===== src/design/gamepad_report_conditioner_core_macros.svh =====
// Assertion macros shared by the gamepad report conditioner RTL
`ifndef GAMEPAD_REPORT_CONDITIONER_CORE_MACROS_SVH
`define GAMEPAD_REPORT_CONDITIONER_CORE_MACROS_SVH

// Check that a property holds at every clock edge outside reset
`define GPC_ASSERT(name, clk, rst_n, prop) \
  name: assert property (@(posedge clk) disable iff (!rst_n) (prop)) \
    else $error("gpc assertion failed");

// Check that a condition is followed in the next cycle by a result
`define GPC_ASSERT_NEXT(name, clk, rst_n, cond, nxt) \
  name: assert property (@(posedge clk) disable iff (!rst_n) (cond) |=> (nxt)) \
    else $error("gpc sequence assertion failed");

`endif


===== src/design/gpc_pkg.sv =====
// Types and constants shared by the gamepad report conditioner
`default_nettype none

package gpc_pkg;

  localparam logic [7:0] CfgIdxPortOpen  = 8'd0;
  localparam logic [7:0] CfgIdxThreshold = 8'd1;
  localparam logic [7:0] CfgIdxDelay     = 8'd2;
  localparam logic [7:0] CfgIdxRate      = 8'd3;

  localparam logic [7:0] AnalogMode = 8'h73;

  localparam logic [1:0] LinkDown   = 2'd0;
  localparam logic [1:0] LinkStable = 2'd1;

  localparam int unsigned DpadUpBit    = 4;
  localparam int unsigned DpadRightBit = 5;
  localparam int unsigned DpadDownBit  = 6;
  localparam int unsigned DpadLeftBit  = 7;

  typedef struct packed {
    logic        port_open;
    logic [14:0] stick_threshold;
    logic [7:0]  repeat_delay;
    logic [7:0]  repeat_rate;
  } cfg_t;

  localparam cfg_t CfgReset = '{
    port_open:       1'b0,
    stick_threshold: 15'd8192,
    repeat_delay:    8'd20,
    repeat_rate:     8'd5
  };

  typedef struct packed {
    logic [3:0] dirs;
    logic [3:0] strobe;
  } dir_result_t;

endpackage

`default_nettype wire


===== src/design/gpc_axis_scale.sv =====
// Stick byte to signed Q1.14 with dead zone and rescale
`default_nettype none

module gpc_axis_scale
  import gpc_pkg::*;
(
  input  var logic        [7:0]  raw_i,
  output var logic signed [15:0] scaled_o
);

  localparam logic [7:0]  PosStart   = 8'd154;
  localparam logic [7:0]  NegEnd     = 8'd101;
  localparam logic [7:0]  PosBase    = 8'd153;
  localparam logic [7:0]  NegBase    = 8'd102;
  localparam logic [20:0] RoundBias  = 21'd51;
  localparam logic [21:0] ScaleRecip = 22'd2631721;
  localparam int unsigned ScaleShift = 28;

  logic        pos;
  logic        neg;
  logic [7:0]  k_wide;
  logic [20:0] num;
  logic [42:0] prod;
  logic [14:0] mag;

  assign pos    = raw_i >= PosStart;
  assign neg    = raw_i <= NegEnd;
  assign k_wide = pos ? (raw_i - PosBase) : (NegBase - raw_i);
  // magnitude = floor((16384*k + 51) / 102) by reciprocal multiply
  assign num    = {k_wide[6:0], 14'b0} + RoundBias;
  assign prod   = {22'b0, num} * {21'b0, ScaleRecip};
  assign mag    = prod[ScaleShift +: 15];

  always_comb begin
    priority if (pos) begin
      scaled_o = $signed({1'b0, mag});
    end else if (neg) begin
      scaled_o = -$signed({1'b0, mag});
    end else begin
      scaled_o = '0;
    end
  end

endmodule

`default_nettype wire


===== src/design/gpc_dir_repeat.sv =====
// Direction decode and auto-repeat state
`default_nettype none

module gpc_dir_repeat
  import gpc_pkg::*;
(
  input  var logic               clk_i,
  input  var logic               rst_ni,
  input  var logic               advance_i,
  input  var logic        [15:0] buttons_i,
  input  var logic signed [15:0] left_x_i,
  input  var logic signed [15:0] left_y_i,
  input  var cfg_t               cfg_i,
  output var dir_result_t        result_o
);

  logic [3:0] last_dirs_q, last_dirs_d;
  logic [7:0] repeat_cnt_q, repeat_cnt_d;

  logic signed [16:0] lx_ext;
  logic signed [16:0] ly_ext;
  logic signed [16:0] thr_ext;
  logic [3:0]         dirs;
  logic [3:0]         fresh;

  assign lx_ext  = {left_x_i[15], left_x_i};
  assign ly_ext  = {left_y_i[15], left_y_i};
  assign thr_ext = $signed({2'b0, cfg_i.stick_threshold});

  assign dirs[0] = buttons_i[DpadUpBit]    | (ly_ext < -thr_ext);
  assign dirs[1] = buttons_i[DpadDownBit]  | (ly_ext > thr_ext);
  assign dirs[2] = buttons_i[DpadLeftBit]  | (lx_ext < -thr_ext);
  assign dirs[3] = buttons_i[DpadRightBit] | (lx_ext > thr_ext);

  assign fresh       = dirs & ~last_dirs_q;
  assign last_dirs_d = dirs;

  always_comb begin
    result_o.dirs   = dirs;
    result_o.strobe = fresh;
    priority if (fresh != 4'b0 || dirs == 4'b0) begin
      repeat_cnt_d = cfg_i.repeat_delay;
    end else if (repeat_cnt_q <= 8'd1) begin
      repeat_cnt_d    = cfg_i.repeat_rate;
      result_o.strobe = dirs;
    end else begin
      repeat_cnt_d = repeat_cnt_q - 8'd1;
    end
  end

  always_ff @(posedge clk_i or negedge rst_ni) begin
    if (!rst_ni) begin
      last_dirs_q  <= '0;
      repeat_cnt_q <= '0;
    end else if (advance_i) begin
      last_dirs_q  <= last_dirs_d;
      repeat_cnt_q <= repeat_cnt_d;
    end
  end

endmodule

`default_nettype wire


===== src/design/gamepad_report_conditioner_core.sv =====
// Gamepad report conditioner: input register, frame logic, result register
// A report passes through the input register and then the result register.
// Throughput: one report per cycle while the output is not stalled; input
// register moves into the result register when that is empty or draining.
// Reset: clears valids, edge history, repeat counter and analog request flag;
// configuration returns to port closed, threshold 0.5, delay 20, rate 5.
`default_nettype none

`include "gamepad_report_conditioner_core_macros.svh"

module gamepad_report_conditioner_core
  import gpc_pkg::*;
(
  input  var logic               clk_i,
  input  var logic               rst_ni,
  input  var logic               cfg_valid_i,
  output var logic               cfg_ready_o,
  input  var logic        [7:0]  cfg_index_i,
  input  var logic        [15:0] cfg_data_i,
  input  var logic               in_valid_i,
  output var logic               in_stall_o,
  input  var logic        [1:0]  link_state_i,
  input  var logic               read_ok_i,
  input  var logic        [7:0]  mode_id_i,
  input  var logic        [7:0]  button_high_i,
  input  var logic        [7:0]  button_low_i,
  input  var logic        [7:0]  right_stick_x_i,
  input  var logic        [7:0]  right_stick_y_i,
  input  var logic        [7:0]  left_stick_x_i,
  input  var logic        [7:0]  left_stick_y_i,
  output var logic               out_valid_o,
  input  var logic               out_stall_i,
  output var logic               connected_o,
  output var logic        [15:0] buttons_o,
  output var logic        [15:0] pressed_o,
  output var logic        [15:0] released_o,
  output var logic        [3:0]  directions_o,
  output var logic        [3:0]  direction_strobe_o,
  output var logic signed [15:0] left_x_scaled_o,
  output var logic signed [15:0] left_y_scaled_o,
  output var logic signed [15:0] right_x_scaled_o,
  output var logic signed [15:0] right_y_scaled_o,
  output var logic               request_analog_o
);

  cfg_t cfg_q;

  logic       in_valid_q;
  logic [1:0] link_q;
  logic       read_ok_q;
  logic [7:0] mode_q;
  logic [7:0] btn_hi_q;
  logic [7:0] btn_lo_q;
  logic [7:0] rx_raw_q;
  logic [7:0] ry_raw_q;
  logic [7:0] lx_raw_q;
  logic [7:0] ly_raw_q;

  logic        out_valid_q;
  logic        connected_q;
  logic [15:0] buttons_q;
  logic [15:0] pressed_q;
  logic [15:0] released_q;
  logic [3:0]  dirs_q;
  logic [3:0]  strobe_q;
  logic signed [15:0] lx_q, ly_q, rx_q, ry_q;
  logic        req_q;

  logic [15:0] last_buttons_q, last_buttons_d;
  logic        analog_req_q, analog_req_d;

  logic advance;
  logic in_accept;

  logic               conn;
  logic               analog;
  logic [15:0]        btns;
  logic               req;
  logic               req_flag_mid;
  logic signed [15:0] rx_s, ry_s, lx_s, ly_s;
  logic signed [15:0] rx_v, ry_v, lx_v, ly_v;
  dir_result_t        dir_res;

  assign cfg_ready_o = 1'b1;

  always_ff @(posedge clk_i or negedge rst_ni) begin
    if (!rst_ni) begin
      cfg_q <= CfgReset;
    end else if (cfg_valid_i && cfg_ready_o) begin
      unique case (cfg_index_i)
        CfgIdxPortOpen:  cfg_q.port_open       <= cfg_data_i[0];
        CfgIdxThreshold: cfg_q.stick_threshold <= cfg_data_i[14:0];
        CfgIdxDelay:     cfg_q.repeat_delay    <= cfg_data_i[7:0];
        CfgIdxRate:      cfg_q.repeat_rate     <= cfg_data_i[7:0];
        default: ;
      endcase
    end
  end

  assign advance    = in_valid_q && (!out_valid_q || !out_stall_i);
  assign in_stall_o = in_valid_q && !advance;
  assign in_accept  = in_valid_i && !in_stall_o;

  always_ff @(posedge clk_i or negedge rst_ni) begin
    if (!rst_ni) begin
      in_valid_q <= 1'b0;
    end else if (in_accept) begin
      in_valid_q <= 1'b1;
    end else if (advance) begin
      in_valid_q <= 1'b0;
    end
  end

  always_ff @(posedge clk_i) begin
    if (in_accept) begin
      link_q    <= link_state_i;
      read_ok_q <= read_ok_i;
      mode_q    <= mode_id_i;
      btn_hi_q  <= button_high_i;
      btn_lo_q  <= button_low_i;
      rx_raw_q  <= right_stick_x_i;
      ry_raw_q  <= right_stick_y_i;
      lx_raw_q  <= left_stick_x_i;
      ly_raw_q  <= left_stick_y_i;
    end
  end

  assign conn   = cfg_q.port_open && read_ok_q;
  assign analog = conn && (mode_q == AnalogMode);
  assign btns   = conn ? ~{btn_hi_q, btn_lo_q} : 16'h0000;

  // disconnect rearms the one-shot analog request
  assign req_flag_mid = (link_q == LinkDown) ? 1'b0 : analog_req_q;
  assign req          = cfg_q.port_open && !req_flag_mid && (link_q == LinkStable);

  always_comb begin
    analog_req_d = analog_req_q;
    if (cfg_q.port_open) begin
      analog_req_d = req_flag_mid || req;
    end
  end

  assign last_buttons_d = btns;

  gpc_axis_scale u_scale_rx (.raw_i(rx_raw_q), .scaled_o(rx_s));
  gpc_axis_scale u_scale_ry (.raw_i(ry_raw_q), .scaled_o(ry_s));
  gpc_axis_scale u_scale_lx (.raw_i(lx_raw_q), .scaled_o(lx_s));
  gpc_axis_scale u_scale_ly (.raw_i(ly_raw_q), .scaled_o(ly_s));

  assign rx_v = analog ? rx_s : 16'sd0;
  assign ry_v = analog ? ry_s : 16'sd0;
  assign lx_v = analog ? lx_s : 16'sd0;
  assign ly_v = analog ? ly_s : 16'sd0;

  gpc_dir_repeat u_dir_repeat (
    .clk_i     (clk_i),
    .rst_ni    (rst_ni),
    .advance_i (advance),
    .buttons_i (btns),
    .left_x_i  (lx_v),
    .left_y_i  (ly_v),
    .cfg_i     (cfg_q),
    .result_o  (dir_res)
  );

  always_ff @(posedge clk_i or negedge rst_ni) begin
    if (!rst_ni) begin
      last_buttons_q <= '0;
      analog_req_q   <= 1'b0;
      out_valid_q    <= 1'b0;
    end else begin
      if (advance) begin
        last_buttons_q <= last_buttons_d;
        analog_req_q   <= analog_req_d;
        out_valid_q    <= 1'b1;
      end else if (!out_stall_i) begin
        out_valid_q <= 1'b0;
      end
    end
  end

  always_ff @(posedge clk_i) begin
    if (advance) begin
      connected_q <= conn;
      buttons_q   <= btns;
      pressed_q   <= btns & ~last_buttons_q;
      released_q  <= last_buttons_q & ~btns;
      dirs_q      <= dir_res.dirs;
      strobe_q    <= dir_res.strobe;
      lx_q        <= lx_v;
      ly_q        <= ly_v;
      rx_q        <= rx_v;
      ry_q        <= ry_v;
      req_q       <= req;
    end
  end

  assign out_valid_o        = out_valid_q;
  assign connected_o        = connected_q;
  assign buttons_o          = buttons_q;
  assign pressed_o          = pressed_q;
  assign released_o         = released_q;
  assign directions_o       = dirs_q;
  assign direction_strobe_o = strobe_q;
  assign left_x_scaled_o    = lx_q;
  assign left_y_scaled_o    = ly_q;
  assign right_x_scaled_o   = rx_q;
  assign right_y_scaled_o   = ry_q;
  assign request_analog_o   = req_q;

  `GPC_ASSERT(a_stall_only_when_full, clk_i, rst_ni, !in_stall_o || in_valid_q)
  `GPC_ASSERT_NEXT(a_advance_loads_result, clk_i, rst_ni, advance, out_valid_q)
  `GPC_ASSERT(a_edges_disjoint, clk_i, rst_ni, !out_valid_q || ((pressed_q & released_q) == 16'h0000))
  `GPC_ASSERT(a_strobe_within_held, clk_i, rst_ni, !out_valid_q || ((strobe_q & ~dirs_q) == 4'h0))
  `GPC_ASSERT(a_idle_frame_quiet, clk_i, rst_ni, !out_valid_q || connected_q || (buttons_q == 16'h0000 && lx_q == 16'sd0 && ry_q == 16'sd0))

endmodule

`default_nettype wire

===== config.mk =====
export PLATFORM = sky130hd
export DESIGN_NAME = gamepad_report_conditioner_core
export DESIGN_NICKNAME = d
export VERILOG_FILES = /design/src/design/gpc_pkg.sv /design/src/design/gpc_axis_scale.sv /design/src/design/gpc_dir_repeat.sv /design/src/design/gamepad_report_conditioner_core.sv
export VERILOG_INCLUDE_DIRS = /design/src /design/src/design
export SDC_FILE = /design/constraint.sdc
export NUM_CORES = 1
export LEC_CHECK = 0
export BUFFER_PORTS_ARGS = -buffer_cell sky130_fd_sc_hd__buf_2
export CAP_MARGIN = 20
export CORE_MARGIN = 1.5
export CORE_UTILIZATION = 25
export CTS_CLUSTER_DIAMETER = 60
export CTS_CLUSTER_SIZE = 8
export DETAILED_ROUTE_END_ITERATION = 16
export PLACE_DENSITY = 0.5
export SLEW_MARGIN = 20
export SYNTH_ARGS = -nofsm -noshare
export SYNTH_HDL_FRONTEND = slang
export SYNTH_SLANG_ARGS = --single-unit

===== constraint.sdc =====
create_clock -name clk_i -period 10.5 [get_ports clk_i]
set_input_delay 0 -clock clk_i [delete_from_list [all_inputs] [get_ports clk_i]]
set_output_delay 0 -clock clk_i [all_outputs]
set_load 0.01 [all_outputs]

==> flow_metrics.env <==
export IMPL_power_frac_clock_pct=17.4
export IMPL_synth_seq_cells=244
export IMPL_start_kind="register"
export IMPL_crit_arrival_ps=10270
export IMPL_ys_seq_area_share_pct=31.82
export IMPL_crit_type="reg2reg"
export IMPL_clockBufferDepth=3
export IMPL_cpPeakStageDelay_ps=520
export IMPL_gp_congestion=0.8471
export IMPL_dieArea_um2=90010
export IMPL_track_usage_pct=13.40
export IMPL_p_sw_w=0.003453
export IMPL_crit_path_start="ly_raw_q[0]"
export IMPL_power_w=0.007352
export IMPL_grt_max_degree=93
export IMPL_grtUsageMet3_pct=2.854
export IMPL_grtUsageMet2_pct=21.70
export IMPL_min_period_ps=9819
export IMPL_slowest_stage="or4b_1"
export IMPL_grt_overflow=0
export IMPL_dr_pass1_iters=5
export IMPL_detail_route_wl_per_cell_um=16.16
export IMPL_vdd_drop_max_uv=214.0
export IMPL_grt_pass1_wl_mm=95.53
export IMPL_coreArea_um2=87020
export IMPL_cts_tree="built"
export IMPL_syn_nets=2814
export IMPL_cp_end_kind="register"
export IMPL_clock_latency_ps=580
export IMPL_initialDrtViolationCount=932
export IMPL_die_h_um=300.0
export IMPL_hold_ws_ps=84.69
export IMPL_drt_wl_total_mm=60.97
export IMPL_path_delay_family="adder cells"
export IMPL_start_util_pct=25.34
export IMPL_portBuffers=210
export IMPL_drc=0
export IMPL_dp_cells=3607
export IMPL_antenna_found_initial=8
export IMPL_setup_viol=0
export IMPL_final_max_slew_viol_count=0
export IMPL_fillers=9186
export IMPL_p_int_w=0.003899
export IMPL_syn_area_per_cell_um2=9.763
export IMPL_cp_max_fo=10
export IMPL_yosys_warnings=0
export IMPL_path_buf_inv=8
export IMPL_worstMarginPinSlew_ps=1122
export IMPL_fin_skew_ps=29.63
export IMPL_leakage_nw=12.49
export IMPL_hold_viol_final=0
export IMPL_synth_largest_area_cell="ha_1"
export IMPL_ys_types=97
export IMPL_postSynth_asyncResetShare_pct=25.82
export IMPL_final_util_pct=30.75
export IMPL_combPwrFrac_pct=66.5
export IMPL_slew_headroom_pct=24.55
export IMPL_powerDensity_nw_per_um2=274.7
export IMPL_dpl_hpwl_mm=49.26
export IMPL_area_growth_pct=21.35
export IMPL_synth_area_leaders="ha_1 (26%), edfxtp_1 (25%), dfrtp_1 (6.6%)"
export IMPL_worstPathRequired_ps=10950
export IMPL_root_buffer="clkbuf_16"
export IMPL_synth_top_area_share_pct=25.59
export IMPL_p_sw_share_pct=46.97
export IMPL_period_share_pct=93.52
export IMPL_grt_pass1_vias=17438
export IMPL_clkTransAtPathRegs_ps=50
export IMPL_top_usage_layer="met2"
export IMPL_grt_util_met1_pct=17.69
export IMPL_io_pins=213
export IMPL_max_cap_viol_count=0
export IMPL_std_cell_rows=108
export IMPL_drive_gt1_share_pct=15.28
export IMPL_power_frac_seq_pct=16.2
export IMPL_cts_buffers=42
export IMPL_cts_sinks=244
export IMPL_r2r_start="ly_raw_q[0]"
export IMPL_num_vias=17850
export IMPL_vias_per_cell=4.731
export IMPL_syn_inst=2259
export IMPL_synth_edf_count=181
export IMPL_netlist_area_um2=22050
export IMPL_status="finished clean"
export IMPL_htree_levels=2
export IMPL_nets=3134
export IMPL_synth_top_flop_cell="edfxtp_1"
export IMPL_fp_dieW_um=300.0
export IMPL_crit_top_cell="ha_1"
export IMPL_fmax_ghz=0.1018
export IMPL_ant_nets=0
export IMPL_hp_start="cfg_index_i[5]"
export IMPL_fin_cells=3773
export IMPL_hp_class="in2reg"
export IMPL_fin_tns_setup_ps=0
-- cell families after synthesis --
family / synth area share (%)
AO/OA/AOI/OAI: 14.68
XOR/XNOR: 5.673
adder cells (fa/ha/maj): 27.04
buffers and inverters: 4.930
flip-flops: 31.82
multiplexers: 2.644
other: 0.01700
AND/OR/NAND/NOR: 13.19
-- layer usage --
| metal | part of all wire (%) | vias up |
|---|---|---|
| li1 | - | 8910 |
| met4 | 2.9 | 6 |
| met3 | 6.0 | 84 |
| met2 | 45 | 414 |
| met5 | 0.067 | - |
| met1 | 46 | 8436 |
-- registers in the layout (all words and copies together) (netlist names), 16 cells and up --
register          flops
left_y_scaled_o      16
cfg_q                32
buttons_o            16
left_x_scaled_o      16
right_y_scaled_o     16
right_x_scaled_o     16
released_o           16
pressed_o            16
last_buttons_q       16
-- cells in the mapped netlist, types with 19 or more instances --
cell type    n
nor2_1     183
ha_1       451
o21a_1      29
a31oi_1     32
a21oi_1    127
a21o_1      35
edfxtp_1   181
dfrtp_1     58
and2_1      20
clkbuf_1    33
inv_1      234
xnor2_1     81
nand2_1    122
mux2_2      50
nor4_1      19
nand3_1     29
o21ai_0     95
nand4_1     36
xor2_1      60
nor3_1      52
nor2b_1     28
-- metrics by stage --
step | setup slack [ps] | cell area (µm²)
2_1_floorplan | 1479 | 22050
3_3_place_gp | 533.2 | 24580
3_5_place_dp | 500.0 | 24590
4_1_cts | 447.2 | 26710
5_1_grt | -18.88 | 26760
6_report | 680.7 | 26760
-- cell usage in the layout, fill, tap and decap left out, types with 60 or more instances in the layout --
master	synthesis	final
ha_1	451	451
inv_1	234	234
buf_2	5	209
nor2_1	183	182
edfxtp_1	181	181
a21oi_1	127	127
nand2_1	122	120
o21ai_0	95	95
xnor2_1	81	80
dlygate4sd3_1	0	80
xor2_1	60	60
-- power groups by stage --
stage | clock, W | combinational, W | sequential [W]
after floorplan | 0 | 0.00370 | 0.00121
after global placement | 0 | 0.00484 | 0.00120
after detailed placement | 0 | 0.00483 | 0.00120
after CTS | 0.00132 | 0.00490 | 0.00119
after global routing | 0.00136 | 0.00561 | 0.00120
final | 0.00128 | 0.00489 | 0.00119
-- what timing repair did --
item                       4_1_cts  5_1_grt
setup endpoints to repair        0       10
setup buffers                    0        3
hold buffers                    80        0
gates resized for setup          0        4
hold endpoints to repair       158        0
-- worst min-delay path: stages --
cell	delay (ps)
buf_2	70
nor4_1	40
buf_4	160
nor3b_1	140
mux2_2	210
-- cell type report --
type	count	area, µm²	area share, %
well taps	1155	1445	5.400
multi-input cells	1734	13990	52.28
flip-flops and latches	244	7018	26.22
diodes	6	15.01	0.05610
clock inverters	12	151.4	0.5657
clock buffers	65	1169	4.367
inverters	237	894.6	3.343
repair buffers	320	2079	7.770
-- path summary, 6_finish.rpt --
kind / end / slack [ps] / cells after the start
setup / recovery: u_dir_repeat.repeat_cnt_q[0] / 680 / 44
hold / removal: cfg_q[31] / 80 / 5
setup reg to reg: u_dir_repeat.repeat_cnt_q[0] / 680 / 44
hold reg to reg: cfg_q[15] / 500 / 1
max in group asynchronous: last_buttons_q[5] / 9780 / 2
min in group asynchronous: u_dir_repeat.last_dirs_q[3] / 120 / 2
No activity file was read; power rests on OpenSTA's default activity.
